**src/hw/rtl/wtpq_pkg.sv**
```systemverilog
package wtpq_pkg;

  // fixed field widths of the request and result channels, and the default capacity
  localparam int TIME_BITS    = 16;
  localparam int ID_BITS      = 8;
  localparam int CAPACITY_DEF = 16;
  localparam int ENTRY_BITS   = TIME_BITS + ID_BITS;

  // request type codes as they arrive on the input channel
  localparam logic [1:0] REQ_PUSH   = 2'd0;
  localparam logic [1:0] REQ_POP    = 2'd1;
  localparam logic [1:0] REQ_REMOVE = 2'd2;

  typedef enum logic [1:0] {
    OP_PUSH,
    OP_POP,
    OP_REMOVE,
    OP_NOP
  } op_t;

  typedef enum logic [1:0] {
    ST_DONE,
    ST_FULL,
    ST_NOT_FOUND,
    ST_EMPTY
  } status_t;

  typedef enum logic [2:0] {
    BK_IDLE,
    BK_PSCAN,
    BK_PUT,
    BK_RPASS,
    BK_HEAD,
    BK_HWAIT
  } back_state_t;

  // classified command handed from front to back
  typedef struct packed {
    op_t                  op;
    logic [TIME_BITS-1:0] base;
    logic [TIME_BITS-1:0] key;
    logic [ID_BITS-1:0]   tag;
  } cmd_t;

  // key a is due strictly sooner than key b, wrap point at base
  function automatic logic sooner(logic [TIME_BITS-1:0] a, logic [TIME_BITS-1:0] b,
                                  logic [TIME_BITS-1:0] base);
    logic a_hi;
    logic b_hi;
    a_hi = (a >= base);
    b_hi = (b >= base);
    if (a_hi != b_hi) begin
      return a_hi;
    end
    return (a < b);
  endfunction

endpackage

```
**src/hw/rtl/wtpq_ram.sv**
```systemverilog
module wtpq_ram #(
  parameter int WIDTH = 8,
  parameter int DEPTH = 16
) (
  input  logic                     clk,
  input  logic                     wr_en,
  input  logic [$clog2(DEPTH)-1:0] wr_addr,
  input  logic [WIDTH-1:0]         wr_data,
  input  logic                     rd_en,
  input  logic [$clog2(DEPTH)-1:0] rd_addr,
  output logic [WIDTH-1:0]         rd_data
);

  logic [WIDTH-1:0] mem [DEPTH];
  logic [WIDTH-1:0] rd_data_r;

  always_ff @(posedge clk) begin
    if (wr_en) begin
      mem[wr_addr] <= wr_data;
    end
    if (rd_en) begin
      rd_data_r <= mem[rd_addr];
    end
  end

  assign rd_data = rd_data_r;

endmodule

```
**src/hw/rtl/wtpq_front.sv**
```systemverilog
module wtpq_front (
  input  logic                          clk,
  input  logic                          rst_n,
  input  logic                          start,
  output logic                          busy,
  input  logic [1:0]                    in_req_type,
  input  logic [wtpq_pkg::TIME_BITS-1:0] in_now_base,
  input  logic [wtpq_pkg::TIME_BITS-1:0] in_delay,
  input  logic [wtpq_pkg::ID_BITS-1:0]   in_handler_id,
  output logic                          q_push,
  output wtpq_pkg::cmd_t                q_data,
  input  logic                          q_full
);

  import wtpq_pkg::*;

  logic st_valid_r;
  logic st_valid_nxt;
  cmd_t st_cmd_r;
  cmd_t st_cmd_nxt;
  logic accept;

  assign busy   = st_valid_r && q_full;
  assign accept = start && !busy;
  assign q_push = st_valid_r && !q_full;
  assign q_data = st_cmd_r;

  always_comb begin
    st_valid_nxt = st_valid_r;
    st_cmd_nxt   = st_cmd_r;
    if (accept) begin
      st_valid_nxt    = 1'b1;
      st_cmd_nxt.base = in_now_base;
      st_cmd_nxt.key  = in_now_base + in_delay;
      st_cmd_nxt.tag  = in_handler_id;
      case (in_req_type)
        REQ_PUSH:   st_cmd_nxt.op = OP_PUSH;
        REQ_POP:    st_cmd_nxt.op = OP_POP;
        REQ_REMOVE: st_cmd_nxt.op = OP_REMOVE;
        default:    st_cmd_nxt.op = OP_NOP;
      endcase
    end else if (q_push) begin
      st_valid_nxt = 1'b0;
    end
  end

  always_ff @(posedge clk) begin
    if (!rst_n) begin
      st_valid_r <= 1'b0;
    end else begin
      st_valid_r <= st_valid_nxt;
    end
    st_cmd_r <= st_cmd_nxt;
  end

endmodule

```
**src/hw/rtl/wtpq_cmd_q.sv**
```systemverilog
module wtpq_cmd_q (
  input  logic           clk,
  input  logic           rst_n,
  input  logic           push,
  input  wtpq_pkg::cmd_t push_data,
  output logic           full,
  input  logic           pop,
  output wtpq_pkg::cmd_t pop_data,
  output logic           empty
);

  import wtpq_pkg::*;

  localparam int DEPTH = 2;

  cmd_t       slot_r [DEPTH];
  logic       wr_ptr_r;
  logic       wr_ptr_nxt;
  logic       rd_ptr_r;
  logic       rd_ptr_nxt;
  logic [1:0] cnt_r;
  logic [1:0] cnt_nxt;

  assign full     = (cnt_r == 2'(DEPTH));
  assign empty    = (cnt_r == 2'd0);
  assign pop_data = slot_r[rd_ptr_r];

  always_comb begin
    wr_ptr_nxt = wr_ptr_r;
    rd_ptr_nxt = rd_ptr_r;
    cnt_nxt    = cnt_r;
    if (push && !full) begin
      wr_ptr_nxt = !wr_ptr_r;
    end
    if (pop && !empty) begin
      rd_ptr_nxt = !rd_ptr_r;
    end
    if ((push && !full) && !(pop && !empty)) begin
      cnt_nxt = cnt_r + 2'd1;
    end else if (!(push && !full) && (pop && !empty)) begin
      cnt_nxt = cnt_r - 2'd1;
    end
  end

  always_ff @(posedge clk) begin
    if (!rst_n) begin
      wr_ptr_r <= 1'b0;
      rd_ptr_r <= 1'b0;
      cnt_r    <= 2'd0;
    end else begin
      wr_ptr_r <= wr_ptr_nxt;
      rd_ptr_r <= rd_ptr_nxt;
      cnt_r    <= cnt_nxt;
    end
    if (push && !full) begin
      slot_r[wr_ptr_r] <= push_data;
    end
  end

endmodule

```
**src/hw/rtl/wtpq_back.sv**
```systemverilog
module wtpq_back #(
  parameter int CAPACITY = wtpq_pkg::CAPACITY_DEF
) (
  input  logic                            clk,
  input  logic                            rst_n,
  input  logic                            cmd_valid,
  input  wtpq_pkg::cmd_t                  cmd,
  output logic                            cmd_pop,
  output logic                            out_valid,
  output logic [1:0]                      out_status,
  output logic                            out_head_valid,
  output logic [wtpq_pkg::TIME_BITS-1:0]  out_head_due,
  output logic [wtpq_pkg::ID_BITS-1:0]    out_head_handler,
  output logic [$clog2(CAPACITY+1)-1:0]   out_entry_count
);

  import wtpq_pkg::*;

  localparam int CNT_W = $clog2(CAPACITY + 1);
  localparam int IDX_W = $clog2(CAPACITY);

  back_state_t          state_r;
  back_state_t          state_nxt;
  logic [CNT_W-1:0]     count_r;
  logic [CNT_W-1:0]     count_nxt;
  logic [IDX_W-1:0]     pos_r;
  logic [IDX_W-1:0]     pos_nxt;
  logic                 found_r;
  logic                 found_nxt;
  status_t              status_r;
  status_t              status_nxt;
  cmd_t                 cur_r;
  cmd_t                 cur_nxt;

  logic                 out_valid_r;
  logic                 out_valid_nxt;
  logic                 head_valid_r;
  logic                 head_valid_nxt;
  logic [TIME_BITS-1:0] head_due_r;
  logic [TIME_BITS-1:0] head_due_nxt;
  logic [ID_BITS-1:0]   head_tag_r;
  logic [ID_BITS-1:0]   head_tag_nxt;

  logic                  wr_en;
  logic [IDX_W-1:0]      wr_addr;
  logic [ENTRY_BITS-1:0] wr_data;
  logic                  rd_en;
  logic [IDX_W-1:0]      rd_addr;
  logic [ENTRY_BITS-1:0] rd_data;
  logic [TIME_BITS-1:0]  rd_due;
  logic [ID_BITS-1:0]    rd_tag;
  logic                  last_idx;
  logic                  hit;

  wtpq_ram #(
    .WIDTH (ENTRY_BITS),
    .DEPTH (CAPACITY)
  ) u_ram (
    .clk     (clk),
    .wr_en   (wr_en),
    .wr_addr (wr_addr),
    .wr_data (wr_data),
    .rd_en   (rd_en),
    .rd_addr (rd_addr),
    .rd_data (rd_data)
  );

  assign rd_due   = rd_data[ID_BITS +: TIME_BITS];
  assign rd_tag   = rd_data[ID_BITS-1:0];
  assign last_idx = ((CNT_W'(pos_r) + CNT_W'(1)) == count_r);
  assign hit      = (rd_due == cur_r.key) && (rd_tag == cur_r.tag);

  always_comb begin
    state_nxt      = state_r;
    count_nxt      = count_r;
    pos_nxt        = pos_r;
    found_nxt      = found_r;
    status_nxt     = status_r;
    cur_nxt        = cur_r;
    out_valid_nxt  = 1'b0;
    head_valid_nxt = head_valid_r;
    head_due_nxt   = head_due_r;
    head_tag_nxt   = head_tag_r;
    cmd_pop        = 1'b0;
    wr_en          = 1'b0;
    wr_addr        = pos_r;
    wr_data        = {cur_r.key, cur_r.tag};
    rd_en          = 1'b0;
    rd_addr        = pos_r;

    case (state_r)
      BK_IDLE: begin
        if (cmd_valid) begin
          cmd_pop    = 1'b1;
          cur_nxt    = cmd;
          status_nxt = ST_DONE;
          case (cmd.op)
            OP_PUSH: begin
              if (count_r == CNT_W'(CAPACITY)) begin
                status_nxt = ST_FULL;
                state_nxt  = BK_HEAD;
              end else if (count_r == '0) begin
                pos_nxt   = '0;
                state_nxt = BK_PUT;
              end else begin
                rd_en     = 1'b1;
                rd_addr   = IDX_W'(count_r - CNT_W'(1));
                pos_nxt   = IDX_W'(count_r);
                state_nxt = BK_PSCAN;
              end
            end
            OP_POP: begin
              if (count_r == '0) begin
                status_nxt = ST_EMPTY;
              end else begin
                count_nxt = count_r - CNT_W'(1);
              end
              state_nxt = BK_HEAD;
            end
            OP_REMOVE: begin
              if (count_r == '0) begin
                status_nxt = ST_NOT_FOUND;
                state_nxt  = BK_HEAD;
              end else begin
                rd_en     = 1'b1;
                rd_addr   = '0;
                pos_nxt   = '0;
                found_nxt = 1'b0;
                state_nxt = BK_RPASS;
              end
            end
            default: begin
              state_nxt = BK_HEAD;
            end
          endcase
        end
      end
      BK_PSCAN: begin
        // rd_data holds the entry just below pos
        wr_en = 1'b1;
        if (!sooner(cur_r.key, rd_due, cur_r.base)) begin
          wr_data = rd_data;
          pos_nxt = pos_r - IDX_W'(1);
          if (pos_r > IDX_W'(1)) begin
            rd_en   = 1'b1;
            rd_addr = pos_r - IDX_W'(2);
          end else begin
            state_nxt = BK_PUT;
          end
        end else begin
          count_nxt = count_r + CNT_W'(1);
          state_nxt = BK_HEAD;
        end
      end
      BK_PUT: begin
        wr_en     = 1'b1;
        count_nxt = count_r + CNT_W'(1);
        state_nxt = BK_HEAD;
      end
      BK_RPASS: begin
        // rd_data holds entry pos; once matched, each later entry moves down one
        if (found_r) begin
          wr_en   = 1'b1;
          wr_addr = pos_r - IDX_W'(1);
          wr_data = rd_data;
        end else if (hit) begin
          found_nxt = 1'b1;
        end
        if (!last_idx) begin
          rd_en   = 1'b1;
          rd_addr = pos_r + IDX_W'(1);
          pos_nxt = pos_r + IDX_W'(1);
        end else begin
          if (found_r || hit) begin
            count_nxt = count_r - CNT_W'(1);
          end else begin
            status_nxt = ST_NOT_FOUND;
          end
          state_nxt = BK_HEAD;
        end
      end
      BK_HEAD: begin
        if (count_r != '0) begin
          rd_en     = 1'b1;
          rd_addr   = IDX_W'(count_r - CNT_W'(1));
          state_nxt = BK_HWAIT;
        end else begin
          out_valid_nxt  = 1'b1;
          head_valid_nxt = 1'b0;
          head_due_nxt   = '0;
          head_tag_nxt   = '0;
          state_nxt      = BK_IDLE;
        end
      end
      BK_HWAIT: begin
        out_valid_nxt  = 1'b1;
        head_valid_nxt = 1'b1;
        head_due_nxt   = rd_due;
        head_tag_nxt   = rd_tag;
        state_nxt      = BK_IDLE;
      end
      default: begin
        state_nxt = BK_IDLE;
      end
    endcase
  end

  always_ff @(posedge clk) begin
    if (!rst_n) begin
      state_r     <= BK_IDLE;
      count_r     <= '0;
      out_valid_r <= 1'b0;
    end else begin
      state_r     <= state_nxt;
      count_r     <= count_nxt;
      out_valid_r <= out_valid_nxt;
    end
    pos_r        <= pos_nxt;
    found_r      <= found_nxt;
    status_r     <= status_nxt;
    cur_r        <= cur_nxt;
    head_valid_r <= head_valid_nxt;
    head_due_r   <= head_due_nxt;
    head_tag_r   <= head_tag_nxt;
  end

  assign out_valid        = out_valid_r;
  assign out_status       = status_r;
  assign out_head_valid   = head_valid_r;
  assign out_head_due     = head_due_r;
  assign out_head_handler = head_tag_r;
  assign out_entry_count  = count_r;

endmodule

```
**src/hw/rtl/wtpq_core_top.sv**
```systemverilog
// wrapping time priority queue: sorted timer list, soonest entry reported as head
// request channel: start with in_req_type / in_now_base / in_delay / in_handler_id,
//   taken on a clock edge where start is high and busy is low
//   req 0 push (due = now_base + delay, wrap-aware order), 1 pop head,
//   2 remove first matching (due, id) entry, 3 no change
// result channel: out_valid strobes for one cycle with out_status, out_head_valid,
//   out_head_due, out_head_handler and out_entry_count; the receiver cannot stall,
//   so every result must be captured in its strobe cycle
// latency, from the edge that takes a request to the edge that takes its result:
//   4 cycles when the queue is empty afterwards and no walk was needed, 5 for pop
//   and no-op otherwise, up to CAPACITY + 5 for push and remove, set by the back end
//   walking the entry ram one slot per cycle
// throughput: the back end picks up the next request in the strobe cycle, so it
//   spends 2 to 3 cycles on a pop or no-op and up to CAPACITY + 3 on a push or remove
// one request is worked at a time; a two-deep command queue and a front stage
//   take up to three further requests while the back end is busy, then busy rises
// reset: synchronous, active low; the queue comes up empty, no result is pending
// the entry ram has no clearing pass: only slots below the count are ever read
module wrapping_time_priority_queue_core #(
  parameter int CAPACITY = wtpq_pkg::CAPACITY_DEF
) (
  input  logic                           clk,
  input  logic                           rst_n,
  // request channel
  input  logic                           start,
  output logic                           busy,
  input  logic [1:0]                     in_req_type,
  input  logic [wtpq_pkg::TIME_BITS-1:0] in_now_base,
  input  logic [wtpq_pkg::TIME_BITS-1:0] in_delay,
  input  logic [wtpq_pkg::ID_BITS-1:0]   in_handler_id,
  // result channel
  output logic                           out_valid,
  output logic [1:0]                     out_status,
  output logic                           out_head_valid,
  output logic [wtpq_pkg::TIME_BITS-1:0] out_head_due,
  output logic [wtpq_pkg::ID_BITS-1:0]   out_head_handler,
  output logic [$clog2(CAPACITY+1)-1:0]  out_entry_count
);

  import wtpq_pkg::*;

  localparam int CNT_W = $clog2(CAPACITY + 1);

  // front stage to command queue
  logic q_push;
  cmd_t q_wdata;
  logic q_full;
  // command queue to back end
  logic q_pop;
  cmd_t q_rdata;
  logic q_empty;

  // front: takes requests, forms the due time, classifies the request type
  wtpq_front u_front (
    .clk           (clk),
    .rst_n         (rst_n),
    .start         (start),
    .busy          (busy),
    .in_req_type   (in_req_type),
    .in_now_base   (in_now_base),
    .in_delay      (in_delay),
    .in_handler_id (in_handler_id),
    .q_push        (q_push),
    .q_data        (q_wdata),
    .q_full        (q_full)
  );

  // short queue decoupling front and back
  wtpq_cmd_q u_cmd_q (
    .clk       (clk),
    .rst_n     (rst_n),
    .push      (q_push),
    .push_data (q_wdata),
    .full      (q_full),
    .pop       (q_pop),
    .pop_data  (q_rdata),
    .empty     (q_empty)
  );

  // back: insert / remove walk over the entry ram, head readout, result strobe
  wtpq_back #(
    .CAPACITY (CAPACITY)
  ) u_back (
    .clk              (clk),
    .rst_n            (rst_n),
    .cmd_valid        (!q_empty),
    .cmd              (q_rdata),
    .cmd_pop          (q_pop),
    .out_valid        (out_valid),
    .out_status       (out_status),
    .out_head_valid   (out_head_valid),
    .out_head_due     (out_head_due),
    .out_head_handler (out_head_handler),
    .out_entry_count  (out_entry_count)
  );

`ifndef NO_ASSERTIONS
  // back end always passes through idle between results
  a_strobe_gap: assert property (@(posedge clk) disable iff (!rst_n)
    out_valid |=> !out_valid)
    else $error("result strobe on consecutive cycles");

  // head flag tracks a nonzero count
  a_head_count: assert property (@(posedge clk) disable iff (!rst_n)
    out_valid |-> (out_head_valid == (out_entry_count != '0)))
    else $error("head valid disagrees with entry count");

  // a dropped push only happens on a full queue
  a_full_drop: assert property (@(posedge clk) disable iff (!rst_n)
    (out_valid && (out_status == ST_FULL)) |-> (out_entry_count == CNT_W'(CAPACITY)))
    else $error("push dropped while queue not full");

  // pop on empty leaves the queue empty
  a_empty_pop: assert property (@(posedge clk) disable iff (!rst_n)
    (out_valid && (out_status == ST_EMPTY)) |-> (out_entry_count == '0))
    else $error("empty pop reported with entries held");

  // no command is taken from the queue while the back end is forming a result
  a_no_pop_on_result: assert property (@(posedge clk) disable iff (!rst_n)
    out_valid |-> !$past(q_pop))
    else $error("command taken right before a result");
`endif

endmodule
```
**config.mk**
```make
export PLATFORM = sky130hd
export DESIGN_NAME = wrapping_time_priority_queue_core
export DESIGN_NICKNAME = d
export VERILOG_FILES = /design/src/hw/rtl/wtpq_pkg.sv /design/src/hw/rtl/wtpq_ram.sv /design/src/hw/rtl/wtpq_front.sv /design/src/hw/rtl/wtpq_cmd_q.sv /design/src/hw/rtl/wtpq_back.sv /design/src/hw/rtl/wtpq_core_top.sv
export SDC_FILE = /design/constraint.sdc
export NUM_CORES = 1
export LEC_CHECK = 0
export BUFFER_PORTS_ARGS = -buffer_cell sky130_fd_sc_hd__buf_2
export CAP_MARGIN = 20
export CELL_PAD_IN_SITES_DETAIL_PLACEMENT = 2
export CELL_PAD_IN_SITES_GLOBAL_PLACEMENT = 2
export CORE_ASPECT_RATIO = 1.75
export CORE_UTILIZATION = 48
export CTS_BUF_LIST = sky130_fd_sc_hd__clkbuf_2
export DETAILED_ROUTE_END_ITERATION = 6
export GPL_ROUTABILITY_DRIVEN = 0
export PLACE_DENSITY_LB_ADDON = 0.1
export SLEW_MARGIN = 25
export SYNTH_ARGS = -nofsm -noshare
export SYNTH_HDL_FRONTEND = slang
export SYNTH_SLANG_ARGS = --single-unit
```
**constraint.sdc**
```tcl
create_clock -name clk -period 4.9 [get_ports clk]
set_input_delay 1.225 -clock clk [delete_from_list [all_inputs] [get_ports clk]]
set_output_delay 1.225 -clock clk [all_outputs]
set_load 0.05 [all_outputs]
```
==> run metrics <==
DRT iter0 DRCs 1169; final setup TNS 0 ps; crit-path max cell delay about 600 ps; Post-DP HPWL 49.77 mm; met3 Use GR 4.805%; I/O pins 79; Worst-Margin Slew 762.8 ps; Worst-path clk slew 110 ps; CTS Buf Count 148; syn nets 1862; Synth Cell Area between 20000 and 30000 um2; Flop pwr share 35.3%; Worst Path Max Fanout 38; Synth top area share 67.76%; synth unique cells 76; CTS Sinks 621; largest net degree at the start of global routing 97; status complete, no violations; first-pass GRT wire length 124.9 mm; Root Driver clkbuf_2; Design Area, Final 29780 um2; Power Density 745.5 nW/um2; Placement Cell Area 28320 um2; Leak 10.86 nW; Crit path max-delay family compound AO/OA/AOI/OAI gates; area leader, netlist edfxtp_1; Final Hold Vio Count 0; global routing met2 resource utilization ~56%; Combinational Power Share 48.1%; die width 180.8 um; post-route ant nets 0; Worst Setup Start Kind flop; final setup skew 101.5 ps; minimum clock period 4855 ps; Hold Path Class in -> reg; worst slack, placed 206.2 ps; Required @ worst endpoint 5810 ps; most frequent cells in the layout edfxtp_1 (606), clkbuf_2 (206), nand2_1 (138), mux2_2 (117), mux2i_1 (99); clk buf depth 3; initial antenna violation count 2; nets@finish 2057; CTS tree built; M1 GR Usage 33.43%; routed wire length 85.41 mm; Rel. slew slack 48.61%; switching pwr 9.996 mW; register-to-register setup slack 50 ps; Area growth syn-to-layout 10.88%; WP buf/inv 1; synth top area cells edfxtp_1 (68%), mux2_2 (4.9%), mux2i_1 (3.7%), ha_1 (3.4%), o221ai_1 (3.1%); die area 56940 um2; most common cell after layout, fill and taps aside edfxtp_1; Final Cycle Share 99.08%; asr flop ratio synth 0%; post-layout util 53.95%; # H-tree levels 4; Yosys reg bits 621; drt via density between 6 and 7; Syn Inst Count 1743; # hold bufs at CTS 0; grt peak-use layer met2; Slowest-stage cell, CP a311oi_4; Hold WS roughly 150 ps; share of cells above drive strength 1 about a quarter; Syn Area/Cell between 15 and 20 um2; WL/cell approximately 31 um; 1st-pass router iterations 5; final setup fails 0; count of pins over their slew limit 0; worst setup margin 45.28 ps; worst endpoint data arrival time between 5000 and 6000 ps; gr ovfl total 0; Yosys warnings 0; Sw Ratio 45.02%; Clock power frac roughly 17%; Max-Cap Viols 0; sequential fraction of the synthesis area 68.87%; Int Power ~12 mW; routed vias 16820; # rows 114; VDD IR max 0.7525 mV; fmax ~210 MHz; clk_lat worst skew around 1300 ps; total track usage a little under a third; main flop type after synthesis edfxtp_1; crit end category flop; CORE AREA 55200 um2; number of port buffers 78; Crit Path Class reg -> reg; vias in the first global route 19200; die height between 300 and 400 um; # DRC 0; EDFF count, synth 606; starting density of the core between 40% and 50%; crit-path cells ha_1, a21boi_0, o21ai_0, a311oi_4, or3_1, o2111ai_2, a21oi_1, o31ai_4, o21a_4, buf_4, o221ai_1, nand4_1
==> registers in the layout (all words and copies together) (netlist names), 2 cells and up, named ones only <==
signal and cells:
u_cmd_q.slot_r 84, u_back.out_head_handler 8, u_cmd_q.cnt_r 2, u_front.q_data 42
u_back.out_head_due 16, u_back.pos_r 4, u_back.u_ram.mem 384, u_back.u_ram.rd_data 24
u_back.state_r 3, u_back.out_entry_count 5, u_back.out_status 2, u_back.cur_r 40
==> kinds of logic after synthesis <==
logic type | after synthesis | synth area share (%)
compound gates | 249 | 6.965
xor+xnor | 38 | 1.239
fa+ha+maj | 74 | 3.475
buf+inv | 145 | 2.497
flops | 621 | 68.87
mux | 260 | 10.44
simple gates | 356 | 6.508
==> metal layers <==
layer  part of all wire [%]  vias up
met1                     37     8780
met5                      0        -
li1                       -     7244
met4                    4.9        0
met2                     54      565
met3                    3.8      235
==> per-stage QoR <==
stage,cells,total power [mW]
6_report,2743,22.20
5_1_grt,2743,23.15
4_1_cts,2738,22.31
3_5_place_dp,2481,18.30
3_3_place_gp,2479,17.55
2_1_floorplan,1743,14.49
==> final timing paths <==
path | cells after the start | startpoint | end
setup / recovery | 12 | u_back.pos_r[1]$_DFFE_PP_ | u_back.u_ram.rd_data[15]$_DFFE_PP_
hold / removal | 1 | in_req_type[1] | u_front.q_data[41]$_DFFE_PP_
setup reg to reg | 12 | u_back.pos_r[1]$_DFFE_PP_ | u_back.u_ram.rd_data[15]$_DFFE_PP_
hold reg to reg | 0 | u_front.q_data[20]$_DFFE_PP_ | u_cmd_q.slot_r[0][20]$_DFFE_PP_
==> power by group through the flow <==
stage                     combinational (mW)  clock, mW  sequential [mW]
after floorplan                         6.65          0             7.84
after global placement                  9.69          0             7.86
after detailed placement                10.4          0             7.92
after CTS                               10.7       3.81             7.83
after global routing                    11.3       3.97             7.88
final                                   10.7       3.69             7.83
==> timing repair <==
item | 4_1_cts | 5_1_grt
resized for setup | 1 | 0
gates cloned | 0 | 0
setup buffers | 0 | 3
setup endpoints to repair | 1 | 1
==> layout make-up <==
type,count,area [um2]
Fill cell,5027,25420
Sequential cell,621,18500
Multi-Input combinational cell,977,7819
Clock buffer,206,1031
Timing Repair Buffer,134,968.4
Tap cell,696,870.8
Clock inverter,51,375.4
Inverter,56,210.2
Antenna cell,2,5.005
==> cell usage after synthesis, types with 4 or more instances <==
cell and count:
inv_1 54, buf_4 10, mux2i_1 99, nor2_1 58, clkbuf_1 32, buf_6 6
a31oi_1 6, a21oi_1 45, and3_1 7, a21o_1 12, and2_1 36, edfxtp_1 606
o21ai_0 25, buf_2 35, or3_1 4, nand2_1 138, o211ai_1 6, nor2b_1 11
dfxtp_1 15, nand3_1 19, nor3_1 20, o21ai_1 4, ha_1 73, xor2_1 14
nand2b_1 7, xnor2_1 24, mux2_2 117, nand4_1 35, buf_1 6, a21boi_0 5
o21a_1 7, o221ai_1 96, mux2_1 44
Power figures use the tool's default switching activity.
